<file path="src/hdl/gsi_pkg.sv">
// ----------------------------------------------------------------------------
// gsi_pkg
// Types and constants for the speed-scheduled gain interpolator.
// ----------------------------------------------------------------------------
package gsi_pkg;

  localparam int TABLE_ENTRIES = 8;
  localparam int IDX_W         = $clog2(TABLE_ENTRIES);
  localparam int CNT_W         = $clog2(TABLE_ENTRIES + 1);
  localparam int IDX_EXT_W     = 7;

  localparam int VAL_W         = 16;
  localparam int DVD_W         = 32;
  localparam int DIV_CNT_W     = 6;
  localparam int LERP_STEPS    = 32;
  localparam int TIME_STEPS    = 24;
  localparam int FRAC_W        = 8;

  localparam logic [VAL_W-1:0] VAL_MAX = '1;

  localparam logic CMD_WRITE  = 1'b0;
  localparam logic CMD_LOOKUP = 1'b1;

  typedef struct packed {
    logic [VAL_W-1:0] igain;
    logic [VAL_W-1:0] gain;
    logic [VAL_W-1:0] spd;
  } entry_t;

  typedef enum logic [3:0] {
    ST_IDLE,
    ST_SCAN,
    ST_PICK,
    ST_LMUL,
    ST_LLOAD,
    ST_LDIV,
    ST_LSUM,
    ST_TSET,
    ST_TDIV,
    ST_TFIN,
    ST_DONE
  } state_t;

endpackage

</file>
<file path="src/hdl/gain_schedule_interpolator_core.sv">
// Lookup: a table scan (one synchronous read port), then two interpolations and a
// quotient on one shared radix-2 divider. At or beyond an end breakpoint the
// interpolations are skipped, a zero segment width skips an interpolation's divide
// and a zero integral gain skips the quotient. A lookup holds the input until its
// result enters the output register; there it waits while the next request is
// taken. rst_n is synchronous, active low; the table is not cleared.
// ----------------------------------------------------------------------------
// gain_schedule_interpolator_core
// Breakpoint table of speed, proportional and integral gain; lookups
// interpolate both gains and return gain and integral time in Q8.8.
// ----------------------------------------------------------------------------
module gain_schedule_interpolator_core
  import gsi_pkg::*;
(
  input  logic        clk,
  input  logic        rst_n,
  input  logic        in_tvalid,
  output logic        in_tready,
  input  logic [55:0] in_tdata,   // entry_index[2:0], speed[18:3], entry_gain[34:19],
                                  // entry_integral_gain[50:35], zero fill
  input  logic        in_tuser,   // cmd
  output logic        out_tvalid,
  input  logic        out_tready,
  output logic [31:0] out_tdata,  // gain[15:0], integral_time[31:16]
  output logic        out_tuser   // time_saturated
);

  localparam logic [IDX_W-1:0] LAST_IDX = IDX_W'(TABLE_ENTRIES - 1);

  // request fields
  logic [2:0]       in_idx;
  logic [VAL_W-1:0] in_speed;
  logic [VAL_W-1:0] in_gain;
  logic [VAL_W-1:0] in_igain;
  logic [IDX_EXT_W-1:0] idx_ext;

  assign in_idx   = in_tdata[2:0];
  assign in_speed = in_tdata[18:3];
  assign in_gain  = in_tdata[34:19];
  assign in_igain = in_tdata[50:35];
  assign idx_ext  = IDX_EXT_W'(in_idx);

  state_t state_r, state_nxt;

  // table memory
  entry_t           mem [TABLE_ENTRIES];
  entry_t           rd_data_r;
  logic [IDX_W-1:0] rd_addr;
  logic             mem_we;
  logic             in_acc;

  // scan
  logic [CNT_W-1:0] cnt_r;
  logic [IDX_W-1:0] ridx_r;
  logic             rv_r, rv_nxt;
  logic             found_r;
  logic [VAL_W-1:0] v_r;
  entry_t           prev_r, e0_r, last_r, lo_r, hi_r;

  // interpolation
  logic               phase_r;
  logic signed [16:0] off_r, width_r;
  logic signed [33:0] prod_r;
  logic               neg_r;
  logic [VAL_W-1:0]   kp_r, ki_r;

  // divider
  logic [DVD_W-1:0]     quo_r;
  logic [VAL_W-1:0]     rem_r, dvs_r;
  logic [DIV_CNT_W-1:0] dcnt_r;

  // result
  logic [VAL_W-1:0] t_r;
  logic             sat_r;
  logic [VAL_W-1:0] gain_out_r, time_out_r;
  logic             sat_out_r;
  logic             out_tvalid_r;
  logic             load_out;

  // combinational datapath helpers
  logic [VAL_W-1:0]   a0_w, a1_w;
  logic signed [16:0] delta_w;
  logic signed [33:0] prod_w;
  logic [33:0]        pmag_w;
  logic [16:0]        wmag_w;
  logic               wzero;
  logic [16:0]        sh_w, diff_w;
  logic               ge_w;
  logic [33:0]        qext_w, sum_w;
  logic [VAL_W-1:0]   lerp_w;
  logic               seg_hit;

  assign a0_w    = phase_r ? lo_r.igain : lo_r.gain;
  assign a1_w    = phase_r ? hi_r.igain : hi_r.gain;
  assign delta_w = $signed({1'b0, a1_w}) - $signed({1'b0, a0_w});
  assign prod_w  = delta_w * off_r;
  assign pmag_w  = prod_r[33] ? 34'(-prod_r) : 34'(prod_r);
  assign wmag_w  = width_r[16] ? 17'(-width_r) : 17'(width_r);
  assign wzero   = (width_r == 17'sd0);

  // one restoring step per cycle
  assign sh_w   = {rem_r, quo_r[DVD_W-1]};
  assign diff_w = sh_w - {1'b0, dvs_r};
  assign ge_w   = (sh_w >= {1'b0, dvs_r});

  // add signed quotient to the lower gain and clamp to 0..65535
  assign qext_w = {2'b00, quo_r};
  assign sum_w  = {18'b0, a0_w} + (neg_r ? (~qext_w + 34'd1) : qext_w);
  always_comb begin
    if (sum_w[33]) begin
      lerp_w = '0;
    end else if (|sum_w[32:16]) begin
      lerp_w = VAL_MAX;
    end else begin
      lerp_w = sum_w[15:0];
    end
  end

  assign seg_hit = (ridx_r != '0) && !found_r &&
                   (v_r >= prev_r.spd) && (v_r < rd_data_r.spd);

  // next state
  always_comb begin
    state_nxt = state_r;
    unique case (state_r)
      ST_IDLE: begin
        if (in_acc && in_tuser == CMD_LOOKUP) state_nxt = ST_SCAN;
      end
      ST_SCAN: begin
        if (rv_r && ridx_r == LAST_IDX) state_nxt = ST_PICK;
      end
      ST_PICK: begin
        if (v_r <= e0_r.spd || v_r >= last_r.spd) begin
          state_nxt = ST_TSET;
        end else begin
          state_nxt = ST_LMUL;
        end
      end
      ST_LMUL: begin
        if (!wzero) begin
          state_nxt = ST_LLOAD;
        end else if (phase_r) begin
          state_nxt = ST_TSET;
        end else begin
          state_nxt = ST_LMUL;
        end
      end
      ST_LLOAD: state_nxt = ST_LDIV;
      ST_LDIV: begin
        if (dcnt_r == DIV_CNT_W'(1)) state_nxt = ST_LSUM;
      end
      ST_LSUM:  state_nxt = phase_r ? ST_TSET : ST_LMUL;
      ST_TSET:  state_nxt = (ki_r == '0) ? ST_DONE : ST_TDIV;
      ST_TDIV: begin
        if (dcnt_r == DIV_CNT_W'(1)) state_nxt = ST_TFIN;
      end
      ST_TFIN:  state_nxt = ST_DONE;
      ST_DONE: begin
        if (load_out) state_nxt = ST_IDLE;
      end
      default:  state_nxt = ST_IDLE;
    endcase
  end

  // control outputs
  always_comb begin
    in_tready = (state_r == ST_IDLE);
    in_acc    = in_tvalid && in_tready;
    mem_we    = in_acc && (in_tuser == CMD_WRITE) &&
                (idx_ext < IDX_EXT_W'(TABLE_ENTRIES));
    rd_addr   = cnt_r[IDX_W-1:0];
    rv_nxt    = (state_r == ST_SCAN) && (cnt_r < CNT_W'(TABLE_ENTRIES));
    load_out  = (state_r == ST_DONE) && (!out_tvalid_r || out_tready);
  end

  // table memory: one write port, registered read
  always_ff @(posedge clk) begin
    if (mem_we) begin
      mem[idx_ext[IDX_W-1:0]] <= '{igain: in_igain, gain: in_gain, spd: in_speed};
    end
    rd_data_r <= mem[rd_addr];
  end

  // control registers
  always_ff @(posedge clk) begin
    if (!rst_n) begin
      state_r      <= ST_IDLE;
      rv_r         <= 1'b0;
      out_tvalid_r <= 1'b0;
    end else begin
      state_r <= state_nxt;
      rv_r    <= rv_nxt;
      if (load_out) begin
        out_tvalid_r <= 1'b1;
      end else if (out_tready) begin
        out_tvalid_r <= 1'b0;
      end
    end
  end

  // datapath
  always_ff @(posedge clk) begin
    ridx_r <= rd_addr;
    unique case (state_r)
      ST_IDLE: begin
        v_r     <= in_speed;
        cnt_r   <= '0;
        found_r <= 1'b0;
        phase_r <= 1'b0;
      end
      ST_SCAN: begin
        if (rv_nxt) cnt_r <= cnt_r + CNT_W'(1);
        if (rv_r) begin
          prev_r <= rd_data_r;
          if (ridx_r == '0) begin
            e0_r <= rd_data_r;
            lo_r <= rd_data_r;
          end
          // segment 0 stands in until a holding segment turns up
          if (ridx_r == IDX_W'(1) && !found_r && !seg_hit) hi_r <= rd_data_r;
          if (seg_hit) begin
            lo_r    <= prev_r;
            hi_r    <= rd_data_r;
            found_r <= 1'b1;
          end
          if (ridx_r == LAST_IDX) last_r <= rd_data_r;
        end
      end
      ST_PICK: begin
        off_r   <= $signed({1'b0, v_r}) - $signed({1'b0, lo_r.spd});
        width_r <= $signed({1'b0, hi_r.spd}) - $signed({1'b0, lo_r.spd});
        if (v_r <= e0_r.spd) begin
          kp_r <= e0_r.gain;
          ki_r <= e0_r.igain;
        end else begin
          kp_r <= last_r.gain;
          ki_r <= last_r.igain;
        end
      end
      ST_LMUL: begin
        prod_r <= prod_w;
        if (wzero) begin
          if (phase_r) ki_r <= a0_w;
          else kp_r <= a0_w;
          phase_r <= 1'b1;
        end
      end
      ST_LLOAD: begin
        quo_r  <= pmag_w[DVD_W-1:0];
        rem_r  <= '0;
        dvs_r  <= wmag_w[VAL_W-1:0];
        neg_r  <= prod_r[33] ^ width_r[16];
        dcnt_r <= DIV_CNT_W'(LERP_STEPS);
      end
      ST_LDIV, ST_TDIV: begin
        rem_r  <= ge_w ? diff_w[VAL_W-1:0] : sh_w[VAL_W-1:0];
        quo_r  <= {quo_r[DVD_W-2:0], ge_w};
        dcnt_r <= dcnt_r - DIV_CNT_W'(1);
      end
      ST_LSUM: begin
        if (phase_r) ki_r <= lerp_w;
        else kp_r <= lerp_w;
        phase_r <= 1'b1;
      end
      ST_TSET: begin
        // dividend is gain shifted up by the fraction width, placed at the top
        quo_r  <= {kp_r, {(DVD_W - VAL_W){1'b0}}};
        rem_r  <= '0;
        dvs_r  <= ki_r;
        dcnt_r <= DIV_CNT_W'(TIME_STEPS);
        t_r    <= VAL_MAX;
        sat_r  <= 1'b1;
      end
      ST_TFIN: begin
        if (|quo_r[TIME_STEPS-1:VAL_W]) begin
          t_r   <= VAL_MAX;
          sat_r <= 1'b1;
        end else begin
          t_r   <= quo_r[VAL_W-1:0];
          sat_r <= 1'b0;
        end
      end
      ST_DONE: begin
        if (load_out) begin
          gain_out_r <= kp_r;
          time_out_r <= t_r;
          sat_out_r  <= sat_r;
        end
      end
      default: begin
        cnt_r <= cnt_r;
      end
    endcase
  end

  assign out_tvalid = out_tvalid_r;
  assign out_tdata  = {time_out_r, gain_out_r};
  assign out_tuser  = sat_out_r;

endmodule
</file>
<file path="config.mk">
export PLATFORM = sky130hd
export DESIGN_NAME = gain_schedule_interpolator_core
export DESIGN_NICKNAME = d
export VERILOG_FILES = /design/src/hdl/gsi_pkg.sv /design/src/hdl/gain_schedule_interpolator_core.sv
export SDC_FILE = /design/constraint.sdc
export NUM_CORES = 2
export LEC_CHECK = 0
export ABC_AREA = 1
export BUFFER_PORTS_ARGS = -buffer_cell sky130_fd_sc_hd__buf_4
export CELL_PAD_IN_SITES_DETAIL_PLACEMENT = 1
export CELL_PAD_IN_SITES_GLOBAL_PLACEMENT = 1
export CORE_ASPECT_RATIO = 1.75
export CORE_UTILIZATION = 30
export CTS_CLUSTER_DIAMETER = 40
export CTS_CLUSTER_SIZE = 28
export DETAILED_ROUTE_END_ITERATION = 8
export PLACE_DENSITY_LB_ADDON = 0.1
export SLEW_MARGIN = 5
export SYNTH_ARGS = -nofsm -noshare
export SYNTH_HDL_FRONTEND = slang
export SYNTH_SLANG_ARGS = --single-unit
</file>
<file path="constraint.sdc">
create_clock -name clk -period 8.4 [get_ports clk]
set_clock_uncertainty 0.05 [all_clocks]
set_input_delay 1.26 -clock clk [delete_from_list [all_inputs] [get_ports clk]]
set_output_delay 1.26 -clock clk [all_outputs]
set_load 0.01 [all_outputs]
</file>
* Word-level counts from Yosys, hierarchy flattened
Memories as Yosys holds them, arrays and structs flattened. A register that Yosys moved wholly into a read port is not among the register bits. Cells that the tools add are included.
Word-level totals: memories kept 1, RAM bits 384, word-level logic and storage cells 185, output and inout bits 35, register bits after elaboration 492, bits of input ports 61
Operators by class: bitwise operators 3, $add $sub $neg 10, magnitude comparators 7, eq/ne operators 26, reductions and logical operators 48, multiply operators 1, mux-type cells 51
Memories:
- mem | words 8, bits a word 48, read ports 1, clocked after Yosys merged registers in 1, write ports 1, line gain_schedule_interpolator_core.sv:46 | entry_t mem [TABLE_ENTRIES];
Operators by type and width (count):
- $mux 16 | 15
- $mux 48 | 4
- $pmux 16 s2 | 3
- $pmux 16 s3 | 2
- $pmux 32 s3 | 1
- $sub 16x16->17 | 3
- $pmux 4 s11 | 1
- $add 16x34->34 | 1
- $add 34x1->34 const B | 1
- $mul 17x17->34 | 1
- $mux 34 | 1
- $not 32->34 | 1
- $ge 16x16->1 | 2
- $mux 32 | 1
- $neg 32->32 | 1
- $mux 4 | 6
- $ne 2x2->1 const B | 12
- $pmux 6 s3 | 1
- $ge 17x16->1 | 1
- $logic_not 17->1 | 1
- $reduce_or 17->1 | 1
- $eq 4x3->1 const B | 4
- $le 16x16->1 | 1
- $logic_not 16->1 | 1
- 35 further kinds | 80

* Logic depth before layout (Yosys ltp)
word-level depth 9, depth in mapped cells 44, depth with buffers taken out 43

* Worst setup path after synthesis
No wires, ideal clock.
path kind register to register, start point register phase_r, end point register prod_r[28], data pin, slack 0.172 ns, data required time 8.091 ns, clock period less this slack 8.228 ns, setup time 0.259 ns, cell stages (with the launch flop) 43, buffers on the path 1, data arrival time 7.920 ns, path through edfxtp_1 > inv_1 > clkbuf_1 > nand2_1 > nand2_1 > ha_1 > inv_1 > fa_1 > nand3_1 > nand2_1 > a21oi_1 > o21ai_1 > nand2_1 > nand2_1 > a21oi_1 > o21ai_1 > inv_1 > o21ai_1 > (+7 left out) > inv_1 > fa_1 > fa_1 > inv_1 > fa_1 > inv_1 > ha_1 > a21oi_1 > inv_1 > nor2_1 > o221ai_1 > a21oi_1 > o21ai_0 > a21boi_0 > o21ai_0 > nand2_1 > nand2_1 > xor2_1
On the way: cells in the longest elaborated chain, start to end 3, elaborated cells on any way between the ends 4, classes of those cells add/sub (1); mul (1); mux (2)
Ends and longest elaborated chain:
- start, declared | line gain_schedule_interpolator_core.sv:61 | logic phase_r;
- start signal, assigned | line gain_schedule_interpolator_core.sv:209 | phase_r <= 1'b0;
- start signal, assigned | line gain_schedule_interpolator_core.sv:245 | phase_r <= 1'b1;
- start signal, assigned | line gain_schedule_interpolator_core.sv:263 | phase_r <= 1'b1;
- $mux 16, on equally long branches | line gain_schedule_interpolator_core.sv:94, gain_schedule_interpolator_core.sv:93
- $sub 16x16->17 * | line gain_schedule_interpolator_core.sv:95 | assign delta_w = $signed({1'b0, a1_w}) - $signed({1'b0, a0_w});
- $mul 17x17->34 * | line gain_schedule_interpolator_core.sv:96 | assign prod_w = delta_w * off_r;
- via prod_w[28] | line gain_schedule_interpolator_core.sv:83 | logic signed [33:0] prod_w;
- end signal, assigned | line gain_schedule_interpolator_core.sv:241 | prod_r <= prod_w;
- end, declared | line gain_schedule_interpolator_core.sv:63 | logic signed [33:0] prod_r;
Mark *: on every way through the listed nets, which the timed path passes. The rest lies on a longest branch. A chain may end at the register's enable or synchronous reset.

* Worst setup path in the final report
start point register phase_r, end point register prod_r[33], data pin
The elaborated chain is that of the path after synthesis.

==> flow_summary.ini <==
[clock_network]
cts_buffers = 100
cts_htree_levels = 3
cts_tree = built
root_buffer = clkbuf_16
cts_sinks = 923
path_clk_slew_ps = 60
cts_buffer_depth = 3
cts-hold-fix-buffers = 0
clock_latency_ps = 720

[setup_path]
slowest_stage = fa_2
worst_setup_path_end_kind = flop
required_ps = 8840
timing.setup.critical_path_class = flop to flop
path_max_fanout = 8
critPathLaunchType = flop
r2r_start = phase_r$_DFFE_PP_
cp_common_cell = inv_2
cp.arrival_ps = 8630
r2r_end = prod_r[33]$_DFFE_PP_
r2r_cells = 41
r2r_setup_slack_ps = 210
cpPeakStageDelay_ps = 660

[global_route]
grt_usage_pct = 19.2
grt_pass1_vias = 40600
grt-ovfl-total = 0
grt_max_degree = 139
antenna_found_initial = 3
grt_first_pass_wirelength_microns = 251000

[final_layout]
syn2layout_area_growth_pct = 19.4
drive_above_1_share_pct = 16.0
final_nets = 5961
final_cell_area_sq_um = 62400
fillCellCount = 19200
multi_input_area_sq_um = 22700
regArea_sq_um = 27100

[placed_design]
place_area_sq_um = 57400
portBuffers = 90
gp_congestion = 0.855
place.detailed.hpwl_microns = 128000

[synthesis]
ys.flop_type = edfxtp_1
synth_cell_types = 57
synth_edf_count = 866
yosysSeqAreaShare_pct = 52.0
synthCells = 5022
syn_area_per_cell_sq_um = 10.4
synth_seq_cells = 923
yosysWarnings = 0
async_flop_share_pct = 0
syn-num-nets = 5618
synth_area_sq_um = 52200

[detailed_routing]
vias = 36500
route.detailed.drc = 0
ant_nets = 0
routed_wl_microns = 168000
vias_per_cell = 4.74
routedWlPerCell_microns = 21.8
drtPass1Iterations = 5
dr.first_iter.drc_count = 1475

[timing]
relSlewSlack_pct = 32.4
fmaxAchievable_mhz = 122
period_needed_ps = 8190
slew_viol_final = 0
setup_viol = 0
worst_pin_slew_ps = 1010
timing.hold.ws_ps = 372
rsz0062_at_grt = true
final_hold_viol_count = 0
timing.final.crit_share_pct = 97.5

[floorplan]
ios = 96
num_rows = 202
die_height_microns = 554
die_x_microns = 317
start_util_pct = 30.2
core-area_sq_um = 173000
fp.dieArea_sq_um = 176000

[status]
run_status = finished clean

[hold_path]
min_path_type = flop to flop
hold_depth = 0
holdPathEnd = time_out_r[7]$_DFFE_PP_
holdCritStartpoint = t_r[7]$_SDFFCE_PP1P_

[flow_run]
maxCapViolCount = 0
critical path, delay by kind of cell (launching register included):
| kind | cells | cell delay [ps] |
|---|---|---|
| adders and majority gates | 9 | 3910 |
| AOI/OAI and AO/OA | 10 | 1240 |
| and+or+nand+nor | 9 | 730 |
| buffers and inverters | 11 | 1170 |
| DFF | 1 | 470 |
| xor gates and xnor gates | 2 | 350 |
cells in the mapped netlist, types with 5 or more instances:
| cell type | n | area [sq um] |
|---|---|---|
| a211oi_1 | 10 | 75.1 |
| a21boi_0 | 9 | 67.6 |
| a21oi_1 | 179 | 896 |
| a22oi_1 | 14 | 105 |
| a31oi_1 | 59 | 369 |
| buf_1 | 7 | 26.3 |
| clkbuf_1 | 139 | 522 |
| clkinv_1 | 12 | 45.0 |
| dfxtp_1 | 57 | 1140 |
| edfxtp_1 | 866 | 26000 |
| fa_1 | 301 | 6030 |
| ha_1 | 234 | 2930 |
| inv_1 | 726 | 2730 |
| inv_2 | 8 | 30.0 |
| nand2_1 | 741 | 2780 |
| nand2_2 | 22 | 138 |
| nand3_1 | 115 | 576 |
| nand3_2 | 18 | 180 |
| nand3b_1 | 7 | 52.6 |
| nand4_1 | 30 | 188 |
| nor2_1 | 734 | 2760 |
| nor2_2 | 12 | 75.1 |
| nor2_4 | 5 | 56.3 |
| nor3_1 | 35 | 175 |
| nor4_1 | 8 | 50.1 |
| o211ai_1 | 5 | 37.5 |
| o21a_1 | 5 | 37.5 |
| o21ai_0 | 370 | 1850 |
| o21ai_1 | 9 | 45.0 |
| o21bai_1 | 5 | 37.5 |
| o221ai_1 | 5 | 43.8 |
| o22ai_1 | 60 | 375 |
| o31ai_1 | 12 | 90.1 |
| or2_2 | 22 | 138 |
| xnor2_1 | 53 | 464 |
| xor2_1 | 91 | 797 |
metrics by stage:
step	instances	worst slack, ps	setup TNS [ps]	util [%]
3_5_place_dp	7460	-581	-4840	33.2
3_3_place_gp	7460	-491	-3530	33.2
2_1_floorplan	5022	172	0	-
6_report	7697	212	0	36.1
5_1_grt	7697	-95.4	-400	36.1
4_1_cts	7673	9.65	0	35.6
final cells by class:
| cell class | count | area share, % |
|---|---|---|
| Clock buffer | 109 | 4.15 |
| Antenna cell | 1 | 0.00401 |
| Multi-Input combinational cell | 3198 | 36.5 |
| Sequential cell | 923 | 43.5 |
| Timing Repair Buffer | 396 | 5.22 |
| Inverter | 746 | 4.54 |
| Tap cell | 2244 | 4.50 |
| Clock inverter | 80 | 1.63 |
state kept, by name, summed over array words and instances (netlist names), 6 cells and up:
name        flops
rd_data_r      48
kp_r           16
hi_r           48
v_r            16
mem           384
last_r         48
prev_r         48
rem_r          16
width_r        17
quo_r          32
gain_out_r     16
off_r          17
dvs_r          16
ki_r           16
e0_r           48
time_out_r     16
prod_r         33
dcnt_r          6
t_r            16
lo_r           48
worst max path at each step:
stage / slack, ps / startpoint / to
after floorplan: 170 / phase_r$_DFFE_PP_ / prod_r[28]$_DFFE_PP_
after global placement: -490 / phase_r$_DFFE_PP_ / prod_r[26]$_DFFE_PP_
after detailed placement: -580 / phase_r$_DFFE_PP_ / prod_r[26]$_DFFE_PP_
after CTS: 10 / phase_r$_DFFE_PP_ / prod_r[33]$_DFFE_PP_
after global routing: -100 / phase_r$_DFFE_PP_ / prod_r[33]$_DFFE_PP_
final: 210 / phase_r$_DFFE_PP_ / prod_r[33]$_DFFE_PP_
layer usage:
| layer | vias to the layer above | share of wire [%] | GRT usage (%) |
|---|---|---|---|
| li1 | 17300 | - | - |
| met1 | 18400 | 35 | 18.6 |
| met2 | 440 | 58 | 40.1 |
| met3 | 242 | 2.2 | 1.97 |
| met4 | 4 | 4.3 | 7.85 |
| met5 | - | 0.019 | 0 |
kinds of logic after synthesis:
kind of cell    synth area share [%]
fa+ha+maj                       17.1
compound gates                  7.93
mux                           0.0192
flops                           52.0
xor+xnor                        2.41
buf+inv                         6.55
simple gates                    14.0
cell usage in the layout, fill, tap and decap left out, types with 20 or more instances in the layout:
cell type	count
nand4_1	30
o21ai_0	358
a21oi_2	20
nor2_2	24
nor3_1	24
fa_1	277
buf_4	361
xnor2_1	53
inv_2	22
inv_1	708
fa_2	24
ha_4	23
xor2_1	88
nand2_1	713
o22ai_1	60
dfxtp_1	57
nand2_2	43
nor2_1	711
nand3_1	106
edfxtp_1	866
nand3_2	25
clkbuf_16	101
a31oi_1	58
ha_1	208
a21oi_1	153
repair_timing:
item,4_1_cts,5_1_grt
gates resized for setup,101,158
cloned,0,0
setup endpoints to repair,15,13
pin swaps,51,106
setup buffers,24,27
Power is not shown: default switching activity piles up to over one toggle a cycle in this logic, so the estimate is an artifact.
